### src/sv/pao_pkg.sv
package pao_pkg;

   localparam int COORD_WIDTH_DEF   = 16;
   localparam int MAX_VERTICES_DEF  = 65536;
   localparam int AREA_W            = 48;
   localparam int TURN_W            = 52;
   localparam int QUEUE_DEPTH       = 4;
   localparam int MIN_POLY_VERTICES = 3;

   // Coordinates carried from the front part to the back part for each vertex.
   localparam int NUM_COORDS = 10;
   localparam int C_X  = 0;
   localparam int C_Y  = 1;
   localparam int C_PX = 2;
   localparam int C_PY = 3;
   localparam int C_OX = 4;
   localparam int C_OY = 5;
   localparam int C_FX = 6;
   localparam int C_FY = 7;
   localparam int C_SX = 8;
   localparam int C_SY = 9;

   localparam int NUM_PRODUCTS = 10;

   typedef struct packed {
      logic add_area;
      logic add_turn;
      logic last;
      logic close_ok;
      logic over;
   } pao_flags_type;

endpackage

### src/sv/pao_queue.sv
module pao_queue #(
   parameter int WIDTH = 8,
   parameter int DEPTH = pao_pkg::QUEUE_DEPTH
) (
   input  logic             clock,
   input  logic             reset,
   input  logic             push,
   input  logic [WIDTH-1:0] push_data,
   output logic             full,
   input  logic             pop,
   output logic [WIDTH-1:0] pop_data,
   output logic             empty
);
   localparam int PTR_W = (DEPTH > 1) ? $clog2(DEPTH) : 1;
   localparam int CNT_W = $clog2(DEPTH + 1);

   logic [WIDTH-1:0] slot_ff [DEPTH];
   logic [PTR_W-1:0] wr_ptr_ff, wr_ptr_in;
   logic [PTR_W-1:0] rd_ptr_ff, rd_ptr_in;
   logic [CNT_W-1:0] count_ff, count_in;

   assign full     = (count_ff == CNT_W'(DEPTH));
   assign empty    = (count_ff == '0);
   assign pop_data = slot_ff[rd_ptr_ff];

   always_comb begin
      wr_ptr_in = wr_ptr_ff;
      rd_ptr_in = rd_ptr_ff;
      count_in  = count_ff;
      if (push) begin
         wr_ptr_in = (wr_ptr_ff == PTR_W'(DEPTH - 1)) ? '0 : wr_ptr_ff + 1'b1;
      end
      if (pop) begin
         rd_ptr_in = (rd_ptr_ff == PTR_W'(DEPTH - 1)) ? '0 : rd_ptr_ff + 1'b1;
      end
      case ({push, pop})
         2'b10:   count_in = count_ff + 1'b1;
         2'b01:   count_in = count_ff - 1'b1;
         default: count_in = count_ff;
      endcase
   end

   always_ff @(posedge clock) begin
      if (reset) begin
         wr_ptr_ff <= '0;
         rd_ptr_ff <= '0;
         count_ff  <= '0;
      end else begin
         wr_ptr_ff <= wr_ptr_in;
         rd_ptr_ff <= rd_ptr_in;
         count_ff  <= count_in;
      end
   end

   always_ff @(posedge clock) begin
      if (push) begin
         slot_ff[wr_ptr_ff] <= push_data;
      end
   end
endmodule

### config.mk
export PLATFORM = sky130hd
export DESIGN_NAME = pao_queue
export DESIGN_NICKNAME = d
export VERILOG_FILES = /design/src/sv/pao_pkg.sv /design/src/sv/pao_queue.sv
export SDC_FILE = /design/constraint.sdc
export NUM_CORES = 1
export LEC_CHECK = 0
export ABC_AREA = 1
export BUFFER_PORTS_ARGS = -buffer_cell sky130_fd_sc_hd__buf_4
export CORE_MARGIN = 5
export CORE_UTILIZATION = 60
export CTS_BUF_LIST = sky130_fd_sc_hd__clkbuf_2 sky130_fd_sc_hd__clkbuf_4 sky130_fd_sc_hd__clkbuf_8
export DETAILED_ROUTE_END_ITERATION = 16
export PLACE_DENSITY_LB_ADDON = 0.08
export SYNTH_ARGS = -nofsm -noshare
export SYNTH_HDL_FRONTEND = slang
export SYNTH_SLANG_ARGS = --single-unit
### constraint.sdc
create_clock -name clock -period 2.63 [get_ports clock]
set_input_delay 0.263 -clock clock [delete_from_list [all_inputs] [get_ports clock]]
set_output_delay 0.263 -clock clock [all_outputs]
set_load 0.02 [all_outputs]
# == Word level (Yosys, flattened, before mapping) ==
# Memory sizes are Yosys's and may differ from the RTL's. A register that Yosys moved wholly into a read port is not among the register bits.
# Cells that the tools add are included.
# Widths: inputs -> output; s select.
# word_totals
out_inout_bits,10
inputBits,12
latch_bits,0
mem_bits_ro,0
regBits,7
mem_count,1
word_cells,22
ram_bits,32
# memory_table
name,words,word_bits,rd,rd_ports_with_merged_regs,wr,line,text
slot_ff,4,8,1,1,1,pao_queue.sv:17,logic [WIDTH-1:0] slot_ff [DEPTH];
# classes
add_sub_neg,4
n_shift,0
reduce_logical,2
bitwise_logic,0
n_mux,7
eq_ne,5
n_mul,0
div_mod_pow,0
magnitude_cmp,0
# ops
cell,n
$mux 2,4
$eq 2x2->1 const B,3
$pmux 3 s2,1
$add 2x1->2 const B,2
$add 3x1->3 const B,1
$eq 3x3->1 const B,1
$logic_not 3->1,1
$sub 3x1->3 const B,1
$eq 2x1->1 const B,1
$mux 1,2
$reduce_bool 2->1,1

# == Logic depth before layout (Yosys ltp) ==
# depth
word_depth,4
ltp_mapped,10
depth_no_buf,10

# == Worst setup path before layout ==
# OpenSTA, ideal clock, no wires.
# synth_timing
path_kind,in2reg
from,in push
to,reg count_ff[2]
setup_ps,110
t_arrival_ps,1222
required_time_ps,2520
path_buffers,0
path_stages,10
path_slack_ps,1298
path_cell_list,inv_1 ha_1 inv_1 fa_1 inv_1 nand2_1 nand3_1 nand2_1 inv_1 nor2_1
# synth_between
elab_chain_len,2
word_cells_on_any_way,4
cone_classes,eq/ne: 2; mux: 1; reduce/logical: 1
# synth_rtl
element,line,text
"start, declared",pao_queue.sv:7,"input logic push,"
$eq 2x1->1 or $eq 2x2->1 (tied branches),pao_queue.sv:36,"case ({push, pop})"
$pmux 3 s2 or $reduce_bool 2->1 (tied branches),-,
"end signal, assigned",pao_queue.sv:51,count_ff <= count_in;
"end, declared",pao_queue.sv:20,"logic [CNT_W-1:0] count_ff, count_in;"
# Several ways; a longest one is shown, not always the timed one.
# A chain may end at the register's enable or synchronous reset.

==> reports/results.ini <==
[global_routing]
grt_use_total_pct = 15.18
grt_use_met1_pct = 16.11
gr-total-overflow = 0
grt_antenna_before_repair = 0
gr-max-usage-layer = met2
grt_first_pass_wirelength_microns = 4560
grt_pass1_vias = 1061
grtUsageMet2_pct = 25.65
met3_usage_pct = 6.655
grt_max_degree = 18

[logic_synthesis]
synthCells = 136
synth_compound_gate_area_share_pct = 11.03
ys_warn_count = 0
synth.most_common_cell = edfxtp_1
ys.flop_type = edfxtp_1
async_reset_ff_share_pct = 0
synthMuxAreaShare_pct = 0
ys_types = 18
synth_top_family_by_area = compound AO/OA/AOI/OAI gates
synthTopCellsByCount = edfxtp_1, nor2_1, inv_1
synthAdderAreaFrac_pct = 5.740
yosys_register_bits = 41
syn-num-nets = 155
synth_top_area_cell = edfxtp_1
synth_simple_gate_area_share_pct = 8.912
synth_xor_area_share_pct = 0
synth_area_per_cell_sq_um = 12.18
yosysTopAreaCellShare_pct = 58.01
netlist_top_cells_area = edfxtp_1, dfxtp_1, o21ai_0
synth_area_sq_um = 1657
seq_area_frac_synth_pct = 68.88
synth_edf_count = 32

[finish]
diodes = 0
fillCellCount = 200
syn2layout_area_growth_pct = 15.26
seq_area_sq_um = 1141
final_nets = 181
stdcell_area_sq_um = 1909
multiInputGateArea_sq_um = 425.4
layout.cells.non_filler = 194
drive_gt1_share_pct = 20.86

[timing]
clock.fmax_mhz = 483.5
hold_viol_final = 0
relSlewSlack_pct = 65.68
clock_skew_ns = 0.01017
maxSlewViolCount = 0
setup_viol = 0
min_period_ns = 2.068
tns_ns = 0
tightest_slew_ns = 0.5141
holdWs_ns = 0.09939
rsz0062_at_grt = no
post-route-period-util_pct = 78.65

[clock_network]
cts_resized = 0
root_buffer = clkbuf_4
clock-sinks = 41
htreeDepth = 2
cts_buffer_depth = 2
cts_setup_buffers = 0
numCtsBuffers = 5
path_clk_slew_ns = 0.11
worst_skew_pair.late_latency_ns = 0.34
cts_hold_buf = 0
tritoncts = yes

[detailed_routing]
via_count = 1039
drc = 0
routed_wl_microns = 2754
drt-initial-drc-count = 49
avgViaCountPerCell = 5.356
drtPass1Iterations = 4
post_drt_wl_per_cell_microns = 14.20
ant_nets = 0

[worst_setup_path]
cp-end-kind = output pin
cp_data_arrival_time_ns = 1.81
worst-path-buf-inv = 2
crit_family = flip-flops
rr_startpoint = count_ff[0]$_SDFFE_PP0P_
critPathKind = flip-flop to output pin
worstRegToRegCells = 8
timing.critical_path.required_ns = 2.37
regToRegSetupSlack_ns = 1.32
max_stage_delay_ns = 0.66
path_cells = inv_2, o21ai_0, o22ai_1, buf_4
crit_fanout = 17
crit_path_start_kind = flip-flop
r2r-end = count_ff[2]$_SDFFE_PP0P_
slowest_stage = dfxtp_1

[worst_hold_path]
min_path_cells = 2
min_to = wr_ptr_ff[0]$_SDFFE_PP0P_
hp-start = reset
min_path_type = input port to flip-flop

[placed_design]
io_buffers = 21
detailed_place_hpwl_microns = 1972
place_congestion = 0.7657
placed_cells = 186
place_area_sq_um = 1831

[floorplanning]
io_pins = 22
fp.dieW_microns = 62.55
rows = 19
dieHeight_microns = 62.55
start_util_pct = 61.13
core-area_sq_um = 2710
die_area_sq_um = 3912

[power]
powerDensity_nw_per_um2 = 696.0
swShare_pct = 23.74
peakVddDrop_mv = 0.5860
intPower_w = 0.001013
power_frac_clock_pct = 29.7
power_switching_w = 0.0003155
p_leak_nw = 0.7720
comb_power_share_pct = 13.6
power_w = 0.001329
pwr-share-seq_pct = 56.7

[job]
maxCapViolCount = 0

[status]
status = complete, no violations

[worst reg2reg max path, stage by stage (launching register included)]
cell	delay, ns
dfxtp_1	0.36
inv_1	0.09
fa_1	0.45
inv_1	0.06
nand2_1	0.07
nand3_1	0.07
nand2_1	0.05
inv_1	0.04
nor2_1	0.03
[power groups by stage]
stage / registers (W) / logic, W / clock network, W
3_5_place_dp: 0.000769 / 0.000183 / 0
2_1_floorplan: 0.000761 / 0.000117 / 0
4_1_cts: 0.000754 / 0.000184 / 0.000407
6_report: 0.000754 / 0.000181 / 0.000394
3_3_place_gp: 0.000767 / 0.000176 / 0
5_1_grt: 0.000758 / 0.000202 / 0.000439
[kinds of logic after synthesis]
group / Yosys count
buf+inv: 20
simple gates: 35
fa+ha+maj: 7
flops: 41
compound gates: 33
[through the flow]
stage / setup slack, ns / util [%]
after floorplan: 1.298 / -
after global placement: 1.055 / 67.54
after detailed placement: 0.9070 / 67.54
after CTS: 0.5165 / 70.45
after global routing: 0.3825 / 70.45
final: 0.5616 / 70.45
[metal layers]
layer,up-vias,share of wire [%]
li1,529,-
met2,21,51
met5,-,0
met4,0,2.3
met1,481,40
met3,8,6.0
[how the worst max path moves through the flow]
stage | from | endpoint | slack (ns) | depth (start not counted)
global route | flip-flop | pop_data[5] | 0.38 | 4
CTS | flip-flop | pop_data[5] | 0.52 | 4
global placement | flip-flop | pop_data[4] | 1.06 | 4
floorplan | push | count_ff[2]$_SDFFE_PP0P_ | 1.30 | 10
finish | flip-flop | pop_data[5] | 0.56 | 4
detailed placement | flip-flop | pop_data[5] | 0.91 | 4
[cells in the final DEF (no fill, tap or decap), drive strengths merged]
master / count
edfxtp: 32
buf: 21
nor2: 21
o21ai: 20
inv: 18
dfxtp: 9
o22ai: 8
nand2: 8
ha: 6
clkbuf: 6
a21oi: 5
nor3: 4
nand3: 1
nand4: 1
fa: 1
clkinv: 1
bufinv: 1
[flip-flops by register name (all words and copies together), names as in the netlist, named ones only]
| signal | cells |
|---|---|
| slot_ff | 32 |
| count_ff | 3 |
| rd_ptr_ff | 2 |
| wr_ptr_ff | 2 |
[area by class of cell]
| class | count | area share [%] |
|---|---|---|
| multi-input combinational | 75 | 22.28 |
| timing repair buffer | 21 | 8.257 |
| sequential | 41 | 59.76 |
| tap | 31 | 2.031 |
| clock inverter | 2 | 1.769 |
| inverter | 18 | 3.539 |
| clock buffer | 6 | 2.359 |
Note: power is estimated with default switching activity, not from simulation.
