### src/sv/pao_pkg.sv
package pao_pkg;

   localparam int COORD_WIDTH_DEF   = 16;
   localparam int MAX_VERTICES_DEF  = 65536;
   localparam int AREA_W            = 48;
   localparam int TURN_W            = 52;
   localparam int QUEUE_DEPTH       = 4;
   localparam int MIN_POLY_VERTICES = 3;

   // Coordinates carried from the front part to the back part for each vertex.
   localparam int NUM_COORDS = 10;
   localparam int C_X  = 0;
   localparam int C_Y  = 1;
   localparam int C_PX = 2;
   localparam int C_PY = 3;
   localparam int C_OX = 4;
   localparam int C_OY = 5;
   localparam int C_FX = 6;
   localparam int C_FY = 7;
   localparam int C_SX = 8;
   localparam int C_SY = 9;

   localparam int NUM_PRODUCTS = 10;

   typedef struct packed {
      logic add_area;
      logic add_turn;
      logic last;
      logic close_ok;
      logic over;
   } pao_flags_type;

endpackage

### src/sv/pao_req_if.sv
interface pao_req_if #(
   parameter int COORD_WIDTH = pao_pkg::COORD_WIDTH_DEF
);
   logic                          valid;
   logic                          ready;
   logic signed [COORD_WIDTH-1:0] vertex_x;
   logic signed [COORD_WIDTH-1:0] vertex_y;
   logic                          last_vertex;

   modport source (output valid, vertex_x, vertex_y, last_vertex, input ready);
   modport sink   (input valid, vertex_x, vertex_y, last_vertex, output ready);
endinterface

### src/sv/pao_front.sv
module pao_front #(
   parameter int COORD_WIDTH  = pao_pkg::COORD_WIDTH_DEF,
   parameter int MAX_VERTICES = pao_pkg::MAX_VERTICES_DEF
) (
   input  logic                    clock,
   input  logic                    reset,
   pao_req_if.sink                 req_chan,
   input  logic                    q_full,
   output logic                    q_push,
   output logic [pao_pkg::NUM_COORDS-1:0][COORD_WIDTH-1:0] q_coords,
   output pao_pkg::pao_flags_type  q_flags
);
   localparam int CNT_W = $clog2(MAX_VERTICES + 2);

   logic [CNT_W-1:0]       count_ff, count_in;
   logic [CNT_W-1:0]       total;
   logic [COORD_WIDTH-1:0] first_x_ff, first_y_ff, second_x_ff, second_y_ff;
   logic [COORD_WIDTH-1:0] prev_x_ff, prev_y_ff, older_x_ff, older_y_ff;
   logic                   accept;
   logic                   in_bound;

   assign req_chan.ready = !q_full;
   assign accept         = req_chan.valid && !q_full;
   assign q_push         = accept;
   assign in_bound       = (count_ff < CNT_W'(MAX_VERTICES));

   // The count saturates one past the bound so that an overlong polygon stays flagged.
   always_comb begin
      total = (count_ff <= CNT_W'(MAX_VERTICES)) ? count_ff + 1'b1 : count_ff;
      count_in = count_ff;
      if (accept) begin
         count_in = req_chan.last_vertex ? '0 : total;
      end
   end

   always_comb begin
      q_flags.add_area = in_bound && (count_ff >= CNT_W'(1));
      q_flags.add_turn = in_bound && (count_ff >= CNT_W'(2));
      q_flags.last     = req_chan.last_vertex;
      q_flags.over     = (total > CNT_W'(MAX_VERTICES));
      q_flags.close_ok = !q_flags.over && (total >= CNT_W'(pao_pkg::MIN_POLY_VERTICES));

      q_coords[pao_pkg::C_X]  = req_chan.vertex_x;
      q_coords[pao_pkg::C_Y]  = req_chan.vertex_y;
      q_coords[pao_pkg::C_PX] = prev_x_ff;
      q_coords[pao_pkg::C_PY] = prev_y_ff;
      q_coords[pao_pkg::C_OX] = older_x_ff;
      q_coords[pao_pkg::C_OY] = older_y_ff;
      q_coords[pao_pkg::C_FX] = first_x_ff;
      q_coords[pao_pkg::C_FY] = first_y_ff;
      q_coords[pao_pkg::C_SX] = second_x_ff;
      q_coords[pao_pkg::C_SY] = second_y_ff;
   end

   always_ff @(posedge clock) begin
      if (reset) begin
         count_ff <= '0;
      end else begin
         count_ff <= count_in;
      end
   end

   always_ff @(posedge clock) begin
      if (accept && in_bound) begin
         if (count_ff == '0) begin
            first_x_ff <= req_chan.vertex_x;
            first_y_ff <= req_chan.vertex_y;
         end
         if (count_ff == CNT_W'(1)) begin
            second_x_ff <= req_chan.vertex_x;
            second_y_ff <= req_chan.vertex_y;
         end
         older_x_ff <= prev_x_ff;
         older_y_ff <= prev_y_ff;
         prev_x_ff  <= req_chan.vertex_x;
         prev_y_ff  <= req_chan.vertex_y;
      end
   end
endmodule

### src/flat_wrapper.sv
// flat-port wrapper written by rule: the top's interface ports become plain ports
module pao_front_flat 
#(
   parameter int COORD_WIDTH  = pao_pkg::COORD_WIDTH_DEF,
   parameter int MAX_VERTICES = pao_pkg::MAX_VERTICES_DEF
)
  (clock, reset, q_full, q_push, q_coords, q_flags, req_chan_valid, req_chan_vertex_x, req_chan_vertex_y, req_chan_last_vertex, req_chan_ready);
  pao_req_if #(.COORD_WIDTH(COORD_WIDTH)) req_chan_i ();
  input  logic clock;
  input  logic reset;
  input  logic q_full;
  output logic q_push;
  output logic [pao_pkg::NUM_COORDS-1:0][COORD_WIDTH-1:0] q_coords;
  output pao_pkg::pao_flags_type q_flags;
  input wire logic [$bits(req_chan_i.valid)-1:0] req_chan_valid;
  input wire logic [$bits(req_chan_i.vertex_x)-1:0] req_chan_vertex_x;
  input wire logic [$bits(req_chan_i.vertex_y)-1:0] req_chan_vertex_y;
  input wire logic [$bits(req_chan_i.last_vertex)-1:0] req_chan_last_vertex;
  output wire logic [$bits(req_chan_i.ready)-1:0] req_chan_ready;
  assign req_chan_i.valid = req_chan_valid;
  assign req_chan_i.vertex_x = req_chan_vertex_x;
  assign req_chan_i.vertex_y = req_chan_vertex_y;
  assign req_chan_i.last_vertex = req_chan_last_vertex;
  assign req_chan_ready = req_chan_i.ready;
  pao_front #(.COORD_WIDTH(COORD_WIDTH), .MAX_VERTICES(MAX_VERTICES)) u_core (.clock(clock), .reset(reset), .req_chan(req_chan_i), .q_full(q_full), .q_push(q_push), .q_coords(q_coords), .q_flags(q_flags));
endmodule
### config.mk
export PLATFORM = sky130hd
export DESIGN_NAME = pao_front_flat
export DESIGN_NICKNAME = d
export VERILOG_FILES = /design/src/sv/pao_pkg.sv /design/src/sv/pao_req_if.sv /design/src/sv/pao_front.sv /design/src/flat_wrapper.sv
export SDC_FILE = /design/constraint.sdc
export NUM_CORES = 1
export LEC_CHECK = 0
export ABC_AREA = 1
export BUFFER_PORTS_ARGS = -buffer_cell sky130_fd_sc_hd__buf_2
export CORE_MARGIN = 4
export CORE_UTILIZATION = 54
export CTS_CLUSTER_SIZE = 12
export DETAILED_ROUTE_END_ITERATION = 16
export PLACE_DENSITY = 0.82
export SLEW_MARGIN = 20
export SYNTH_ARGS = -nofsm -noshare
export SYNTH_HDL_FRONTEND = slang
export SYNTH_SLANG_ARGS = --single-unit
### constraint.sdc
create_clock -name clock -period 16.6 [get_ports clock]
set_input_delay 1.66 -clock clock [delete_from_list [all_inputs] [get_ports clock]]
set_output_delay 1.66 -clock clock [all_outputs]
set_load 0.1 [all_outputs]
# After elaboration in Yosys (flattened, before gate mapping)

Index checks and enable logic that the tools add are counted.

Register bits after elaboration: 145
Latch bits: 0
RAM bits: 0
Memory bits (read-only): 0
Output and inout bits: 167
Word-level logic and storage cells: 29
Memories kept: 0

Add/subtract/negate cells: 1
$mul: 0
Divide/modulo/power cells: 0
$lt $le $gt $ge: 6
Eq/ne operators: 1
Shifts and indexed selects: 0
Mux-type cells: 2
Bitwise operators: 0
Reduce and logical (&&, ||, !) cells: 10

Operator list:

| cell                                                    | count |
|---|---|
| >= comparator 17 x 2 -> 1 bit (second input constant)   | 2 |
| 2-to-1 mux 17 bit                                       | 2 |
| adder 17 x 1 -> 17 bit (second input constant)          | 1 |
| == test 17 x 1 -> 1 bit (second input constant)         | 1 |
| >= comparator 17 x 1 -> 1 bit (second input constant)   | 1 |
| > comparator 17 bit (second input constant)             | 1 |
| less-or-equal comparator 17 bit (second input constant) | 1 |
| logical NOT 17 bit                                      | 1 |
| less-than comparator 17 bit (second input constant)     | 1 |
| logical AND 1 bit                                       | 5 |
| AND reduction 2 bit                                     | 2 |
| logical NOT 1 bit                                       | 2 |

# Depth between registers and ports, before layout

Gate-level depths: netlist (run 1).

Depth after elaboration: 5
Mapped depth: 15
Mapped depth without buffers: 14

# Least setup slack after synthesis (run 1)

OpenSTA, ideal clock, no wires.

Path type: in2reg
From: input q_full
To: register u_core.first_x_ff[0] (enable)
Data arrival time: 8.570 ns
Required time: 16.098 ns
Path slack: 7.528 ns
Stages: 5
Buffers on the path: 0
Cells stage by stage: inv_1 nand2_1 nor2_1 nand4_1 nor4_1

Cells in the longest elaborated chain, start to end: 4

RTL lines:

| item                          | RTL line           | RTL |
|---|---|---|
| start, declared               | flat_wrapper.sv:11 | `input logic q_full;` |
| logical NOT 1 bit             | pao_front.sv:23    | `assign accept = req_chan.valid && !q_full;` |
| logical AND 1 bit             | pao_front.sv:23    |  |
| logical AND 1 bit             | pao_front.sv:64    | `if (accept && in_bound) begin` |
| AND reduction 2 bit (no line) | -                  |  |
| end signal, assigned          | pao_front.sv:66    | `first_x_ff <= req_chan.vertex_x;` |
| end, declared                 | pao_front.sv:17    | `logic [COORD_WIDTH-1:0] first_x_ff, first_y_ff, second_x_ff, second_y_ff;` |

Every way passes these cells.
A chain may end at the register's enable or synchronous reset.

==> impl_results.md, run 1 <==
* Status: finished, final reports clean
* Worst Path Required at 14.94 ns
* 1st-iter DRT viols at 357
* Largest net degree at the start of global routing at 65
* CTS tree: built
* Synth Instances at 465
* RSZ-0062 raised after global routing: no
* Placed Instances at about 760
* Mapped Nets at 506
* CTS hold repair buffers at 0
* HP Class: flip-flop to flip-flop
* Worst Tran Pin Value at 1.03 ns
* Setup TNS at 0 ns
* Distinct cells, synth at 29
* Die X at 112 um
* CP arrival at 3.08 ns
* Initial Utilization at 0.558
* DIE HEIGHT at 112 um
* Post-CTS resize count at 0
* Synthesized area per cell at 12.5 um2
* Worst slew margin at 0.310
* HPWL after DPL at 10.8 mm
* Initial antenna violation count at 1
* Pre-CTS WS at 12.39 ns
* Largest register FFs at 17
* Port Buffer Count at roughly 200
* Cell Area, Synth at 5820 um2
* Vias per Instance at just over 5
* Vias post-DR at 4104
* Static leakage power at roughly 3.1 nW
* Num CTS Buffers at 17
* Crit path max fanout at 24
* Synth warn at 0
* Seq/Total Area, Yosys at 0.719
* Vias in the first global route at between 3000 and 4000
* Grt ovf at 0
* Synth top area cells: edfxtp_1, nand2_1, dfxtp_1
* Final Max Tran Viols at 0
* Clock Latency Late Sink at 0.52 ns
* Post-route DRC at 0
* Pwr dens at approximately 130 nW/um2
* Hold Vio Cnt, Final at 0
* Post-route ant nets at 0
* Max Clock Skew at 0.0115 ns
* Max Freq at between 0.2 and 0.25 GHz
* Reg with most FFs: u_core.count_ff
* Reg-to-reg critical path startpoint: u_core.count_ff[5]
* Final-stage net count at 682
* Row count at 37
* Worst setup path class: flip-flop to output port
* Layout cells sized above 1 at 0.405
* Post-synth top area cell: edfxtp_1
* First-pass GRT wire length at 22.8 mm
* Area grow syn2layout at 25.5%
* Yosys top cell area share at 0.661
* Post-route minimum period at about 4.7 ns
* MaxCap Viol Count at 0
* Routed len/inst at 18.8 um
* Critical path capture point type: output port
* Final worst setup slack at 11.86 ns
* Setup bufs post-CTS at 0
* Crit path launch: u_core.count_ff[16]
* Clock buffer depth at 2
* # H-tree levels at 4
* Worst Hold Launch: u_core.prev_x_ff[10]
* Pre-antenna DRT Iters at 5
* Post-synthesis register bit count at 145
* I/O pins at 204
* Final period util at 0.285
* Die footprint at between 10000 and 15000 um2
* Count of final setup violators at 0
* Hold WS at 0.443 ns
* Clk root buf: clkbuf_8
* Clock sinks at around 150
* Layout Cells excl Fill at 791
* Tot GR Track Use at 0.238
* Clock Pin Slew Worst Setup and Hold Paths at 0.07 ns
* Final GP Congestion at 0.961
* Core area at 10400 um2
* Worst Setup Start Kind: flip-flop
* Routed WL at 14.9 mm
* VDD IR max at 0.0784 mV
cell usage in the layout, fill, tap and decap left out, drive strengths merged, types with 2 or more instances in the layout:
cell type,instances
nand2,111
nand3,29
edfxtp,128
nor3,4
nand4,14
buf,208
clkbuf,17
clkinv,3
dfxtp,17
inv,38
nor2,46
ha,4
bufinv,2
xor2,5
xnor2,2
a21oi,19
power breakdown:
| part | switching, W | internal, W | total, W |
|---|---|---|---|
| Sequential | 0.00000526 | 0.000412 | 0.000417 |
| Combinational | 0.000142 | 0.0000155 | 0.000158 |
| Clock | 0.000160 | 0.000221 | 0.000381 |
| Total | 0.000307 | 0.000649 | 0.000956 |
cell families (layout without fill, tap and decap cells):
group                    Yosys count  after routing  synth area share
other                              0              1                 0
AND/OR/NAND/NOR                  207            207             0.161
AO/OA/AOI/OAI                     22             22            0.0196
flip-flops                       145            145             0.719
buffers and inverters             80            269            0.0807
adder cells (fa/ha/maj)            4              4           0.00861
XOR/XNOR                           7              7            0.0105
synth_stat cells:
library cell / n
dfxtp_1: 17
buf_4: 33
buf_2: 6
xor2_1: 5
nand4_1: 14
clkbuf_1: 5
and2_1: 1
buf_1: 2
nand2_1: 110
xnor2_1: 2
nor4_1: 1
inv_2: 6
buf_6: 5
nor2_4: 3
a21boi_1: 1
edfxtp_1: 128
nand2_2: 1
nor2_1: 36
nor2_2: 7
a31oi_1: 1
nand3_1: 24
nand3_2: 4
ha_1: 4
a21oi_1: 19
inv_1: 23
nand3_4: 1
nor3_1: 4
o21ai_1: 1
nand3b_1: 1
layout make-up:
class	instances	area (um2)
sequential	145	4180
fill	697	3120
multi-input combinational	240	1180
timing repair buffer	208	1050
clock buffer	17	414
clock inverter	15	186
tap	136	170
inverter	29	109
antenna	1	2.50
worst max-delay path, cell delays in order (launching register included):
cell	delay (ns)
dfxtp_1	0.99
nand2_2	0.36
nand2_1	0.19
nand2_1	0.08
nor2_1	0.12
nand2_1	0.07
nor2_2	0.12
nand2_1	0.06
a21oi_1	0.12
buf_2	0.44
per-stage QoR:
step / util / power (W) / area, um2
6_report: 0.701 / 0.000956 / 7300
5_1_grt: 0.701 / 0.000988 / 7300
4_1_cts: 0.701 / 0.000963 / 7300
3_5_place_dp: 0.643 / 0.000583 / 6700
3_3_place_gp: 0.643 / 0.000581 / 6700
2_1_floorplan: - / 0.000561 / 5820
per-layer routing:
metal	wire, um	track usage	share of wire
met5	0	0	0
met4	416	0.0941	0.028
met3	1200	0.0560	0.081
met2	7550	0.402	0.51
met1	5700	0.298	0.38
worst paths after layout:
| check | slack [ns] | depth (start not counted) | end |
|---|---|---|---|
| worst max register to register | 14.54 | 6 | u_core.first_x_ff[14] |
| worst min register to register | 0.44 | 0 | u_core.older_x_ff[10] |
| worst min-delay path | 0.44 | 0 | u_core.older_x_ff[10] |
| worst max-delay path | 11.86 | 9 | q_flags[1] |
Power figures use the tool's default switching activity.
==> run 2: changes to the inputs <==
CORE_UTILIZATION = 50   (was 54)
PLACE_DENSITY = 0.77   (was 0.82)
clock period = 4.7 ns   (was 16.6 ns; I/O delays follow)
==> impl_results.md, run 2 (synthesized netlist as in run 1, its figures left out) <==
* Vias per Instance at 5.06
* Max Freq at 0.297 GHz
* Area grow syn2layout at 25.6%
* Diodes inserted at 0
* FF-to-FF End: u_core.first_x_ff[7]
* First-pass GRT wire length at between 20 and 25 mm
* Most common cell after layout, fill and taps aside: buf_2
* Finished Core Util at 0.640
* 1st-iter DRT viols at 351
* Hold Path Depth at 1
* Final GP Congestion at 0.950
* Port Buffer Count at 203
* Initial Utilization at 0.509
* Worst Setup Start Kind: flip-flop
* Vias post-DR at ~4000
* Hold Vio Cnt, Final at 0
* Initial antenna violation count at 1
* Worst Tran Pin Value at ~0.85 ns
* Hold WS at 0.270 ns
* Crit path max fanout at 15
* Commonest non-fill, non-tap cells in the layout: buf_2, edfxtp_1, nand2_1, nor2_1, nand3_1
* Setup bufs post-CTS at 0
* Num CTS Buffers at 17
* Clock buffer depth at 2
* Storage element area at between 4000 and 5000 um2
* Placed Instances at 765
* Worst reg-to-reg path cell count at 6
* Static leakage power at 3.08 nW
* Post-route minimum period at 3.37 ns
* Post-CTS resize count at 0
* Worst slew margin at 0.433
* Final Max Tran Viols at 0
* Area occupied by multi-input gates at 1190 um2
* Die X at between 100 and 150 um
* # H-tree levels at 4
* Clock Latency Late Sink at between 0.4 and 0.5 ns
* Filler cell count at roughly 860
* Clk root buf: clkbuf_16
* Placed Area at roughly 6700 um2
* Max Clock Skew at 0.00875 ns
* HPWL after DPL at approximately 10 mm
* Post-route DRC at 0
* Status: finished, final reports clean
* Clock Pin Slew Worst Setup and Hold Paths at roughly 0.060 ns
* Row count at 39
* CTS tree: built
* Reg with most FFs: u_core.count_ff
* Grt ovf at 0
* Largest register FFs at 17
* Clock sinks at 145
* Layout Cells excl Fill at 796
* HP Class: primary input to flip-flop
* R2R setup slack at 2.23 ns
* Setup TNS at 0 ns
* Reg-to-reg critical path startpoint: u_core.count_ff[5]
* Routed WL at ~14 mm
* Worst Path Required at 4.23 ns
* Routed len/inst at 17.5 um
* Worst Hold Launch: req_chan_vertex_x[12]
* CP arrival at between 2 and 3 ns
* Count of final setup violators at 0
* DIE HEIGHT at around 120 um
* MaxCap Viol Count at 0
* RSZ-0062 raised after global routing: no
* Die footprint at 13400 um2
* Post-route ant nets at 0
* VDD IR max at 0.411 mV
* Hold endpoint: u_core.first_x_ff[12]
* Pwr dens at 460 nW/um2
* Critical path capture point type: output port
* CTS hold repair buffers at 0
* Largest net degree at the start of global routing at 65
* Post-route design area at 7310 um2
* Tot GR Track Use at 0.207
* Pre-antenna DRT Iters at 4
* Final-stage net count at 682
* Core area at 11400 um2
* Vias in the first global route at 3760
* Layout cells sized above 1 at 0.401
* Worst setup path class: flip-flop to output port
* Final period util at 0.718
* I/O pins at just over 200
## run 2: changes by cell type in the layout (fill, tap and decap cells not counted)
cell / delta
inv_8: -4
clkinv_1: +3
inv_6: -3
clkinvlp_4: +2
bufinv_16: +1
clkbuf_16: +1
clkbuf_8: -1
clkinv_4: +1
clkinv_8: -1
diode_2: -1
nor2_1: -1
nor2_2: +1
nor4_2: -1
nor4_4: +1
## run 2: metrics by stage
| step | setup slack (ns) | total power [W] |
|---|---|---|
| floorplan | 0.180 | 0.00198 |
| global placement | 1.82 | 0.00205 |
| detailed placement | 1.79 | 0.00206 |
| CTS | 1.33 | 0.00338 |
| global route | 1.00 | 0.00346 |
| finish | 1.33 | 0.00336 |
## run 2: power by group
part / total, W / internal [W] / leakage [nW] / switching (W)
combinational: 0.000555 / 0.0000551 / 1.48 / 0.000500
clock: 0.00133 / 0.000828 / 0.278 / 0.000504
sequential: 0.00147 / 0.00146 / 1.33 / 0.0000165
## run 2: metal layers
layer | part of all wire | vias to the layer above | routed length [um] | global-route usage
li1 | - | 1914 | - | -
met1 | 0.37 | 1898 | 5180 | 0.254
met2 | 0.52 | 193 | 7220 | 0.357
met3 | 0.094 | 23 | 1310 | 0.0559
met4 | 0.017 | 2 | 231 | 0.0704
met5 | 0.0014 | - | 20 | 0
## run 2: worst max-delay path, cell delays in order (launching register included)
cell and delay [ns]:
dfxtp_1 0.37, nor2_2 0.21, inv_2 0.09, nor2_2 0.16, nand3_4 0.23, nand2_2 0.31
nand2_1 0.09, nand2_1 0.09, inv_1 0.06, nor2_1 0.08, nand2_1 0.07, nor2_2 0.12
nand2_1 0.06, a21oi_1 0.11, buf_2 0.43
## run 2: how the worst max path moves through the flow
stage,startpoint,to,slack (ns),cells after the start
finish,u_core.count_ff[13],q_flags[1],1.33,14
global placement,u_core.count_ff[1],q_flags[1],1.82,14
CTS,u_core.count_ff[13],q_flags[1],1.33,14
floorplan,q_full,u_core.second_x_ff[0],0.18,5
global route,u_core.count_ff[1],q_flags[1],1.00,14
detailed placement,u_core.count_ff[13],q_flags[1],1.79,14
## run 2: area by class of cell
class / instances / area share
Clock buffer: 17 / 0.0582
Clock inverter: 14 / 0.0224
Inverter: 29 / 0.0149
Multi-Input combinational cell: 240 / 0.163
Sequential cell: 145 / 0.573
Tap cell: 143 / 0.0245
Timing Repair Buffer: 208 / 0.144
==> run 3: changes to the inputs <==
CORE_UTILIZATION = 45   (was 50)
PLACE_DENSITY = 0.73   (was 0.77)
clock period = 3.1 ns   (was 4.7 ns; I/O delays follow)
==> impl_results.md, run 3 (synthesized netlist as in run 1, its figures left out) <==
* Most common cell after layout, fill and taps aside: buf_2
* CTS tree: built
* # H-tree levels at 4
* Routed WL at 14.1 mm
* Diodes inserted at 0
* HPWL after DPL at 10.4 mm
* Commonest non-fill, non-tap cells in the layout: buf_2, edfxtp_1, nand2_1, nor2_1, nand3_1
* Final period util at 0.964
* Layout cells sized above 1 at 0.417
* Final GP Congestion at 0.910
* Routed len/inst at roughly 17 um
* Crit path max fanout at 8
* Vias in the first global route at 3918
* First-pass GRT wire length at 21.0 mm
* Tot Pwr at 0.00492 W
* Final-stage net count at 688
* CP arrival at 2.68 ns
* Tot GR Track Use at 0.187
* RSZ-0062 raised after global routing: yes
* Clock Latency Late Sink at 0.41 ns
* Slowest cell on crit path: dfxtp_1
* Initial Utilization at 0.461
* Post-route DRC at 0
* Worst setup path class: flip-flop to output port
* Port Buffer Count at 203
* 1st-iter DRT viols at 316
* Hold Vio Cnt, Final at 0
* Num CTS Buffers at 17
* Clk root buf: clkbuf_16
* Most used cell, CP: nand2_1
* Max Freq at roughly 0.33 GHz
* Crit path buf inv count at 2
* MaxCap Viol Count at 0
* Die X at about 120 um
* Worst Tran Pin Value at 0.826 ns
* Crit path launch: u_core.count_ff[7]
* Reg with most FFs: u_core.count_ff
* Finished Core Util at 0.586
* Clock Pin Slew Worst Setup and Hold Paths at roughly 0.060 ns
* Status: finished, final reports clean
* Vias post-DR at 4069
* Final Max Tran Viols at 0
* Die footprint at around 15000 um2
* Largest register FFs at 17
* Area grow syn2layout at 27.2%
* DIE HEIGHT at roughly 120 um
* Row count at 41
* Worst slew margin at 0.449
* Critical path capture point type: output port
* Reg-to-reg critical path startpoint: u_core.count_ff[5]
* Count of final setup violators at 0
* Core area at 12600 um2
* Pre-antenna DRT Iters at 4
* Critical path's top delay family: simple AND/OR/NAND/NOR gates
* Grt ovf at 0
* Clock sinks at 145
* Worst Hold Launch: req_chan_vertex_y[13]
* Vias per Instance at a little under 5
* Post-route minimum period at about 3.0 ns
* I/O pins at 204
* Post-route ant nets at 0
* Worst-path cell chain: nor2_1 > nand2_1 > nor2_4 > nand3_4 > buf_4 > nand3_2 > nand2_1 > nor2_1 > nand2_1 > nor2_2 > nand2_1 > a21oi_2 > buf_6
* VDD IR max at 0.253 mV
* CTS hold repair buffers at 0
* Storage element area at 4190 um2
* Largest net degree at the start of global routing at 65
* Filler cell count at roughly 1000
* Worst Setup Start Kind: flip-flop
* Area occupied by multi-input gates at around 1200 um2
* Hold WS at 0.115 ns
* Max Clock Skew at 0.00780 ns
* HP Class: primary input to flip-flop
* Worst Path Required at 2.79 ns
* Pwr dens at 666 nW/um2
* Slowest Stage Delay on Critical Path at 0.42 ns
* Clock buffer depth at 2
* Static leakage power at 3.10 nW
* Initial antenna violation count at 0
==> run 3: worst reg2reg max path: cells and delay by family, from the launching register on <==
kind	cells	cell delay, ns
buffers and inverters	2	0.34
DFF	1	0.41
and+or+nand+nor	4	1.15
==> run 3: worst paths after layout <==
check | to | slack (ns) | cells after the start
setup reg to reg | u_core.first_x_ff[9] | 0.88 | 6
setup / recovery | q_flags[1] | 0.11 | 13
hold / removal | u_core.prev_y_ff[13] | 0.12 | 1
hold reg to reg | u_core.older_x_ff[6] | 0.44 | 0
==> run 3: final cells by class <==
cell class / count / area share
clock buffer: 20 / 0.0590
multi-input combinational: 240 / 0.164
tap: 172 / 0.0291
clock inverter: 12 / 0.0149
timing repair buffer: 214 / 0.151
sequential: 145 / 0.566
inverter: 29 / 0.0152
==> run 3: stage by stage <==
stage          instance area [um2]  worst slack, ns  instances  setup TNS (ns)
3_5_place_dp                  6830            0.312        800               0
3_3_place_gp                  6830            0.380        800               0
5_1_grt                       7400          -0.0323        832         -0.0323
6_report                      7400            0.113        832               0
2_1_floorplan                 5860           -0.587        465          -18.77
4_1_cts                       7380           0.0294        832               0
==> run 3: repair_timing <==
item | 4_1_cts | 5_1_grt
setup endpoints to repair | 1 | 2
cloned | 0 | 0
resized for setup | 2 | 6
setup buffers | 0 | 0
==> run 3: report_power, final <==
part           leakage, nW  total (W)  internal (W)  switching (W)
clock                0.258    0.00184       0.00110       0.000741
sequential            1.33    0.00223       0.00221      0.0000244
combinational         1.52   0.000848     0.0000888       0.000759
==> run 3: metal layers <==
layer / share of wire / up-vias / global-route usage
li1: - / 1925 / -
met1: 0.38 / 1952 / 0.211
met2: 0.53 / 173 / 0.343
met3: 0.068 / 19 / 0.0543
met4: 0.014 / 0 / 0.0525
met5: 0 / - / 0
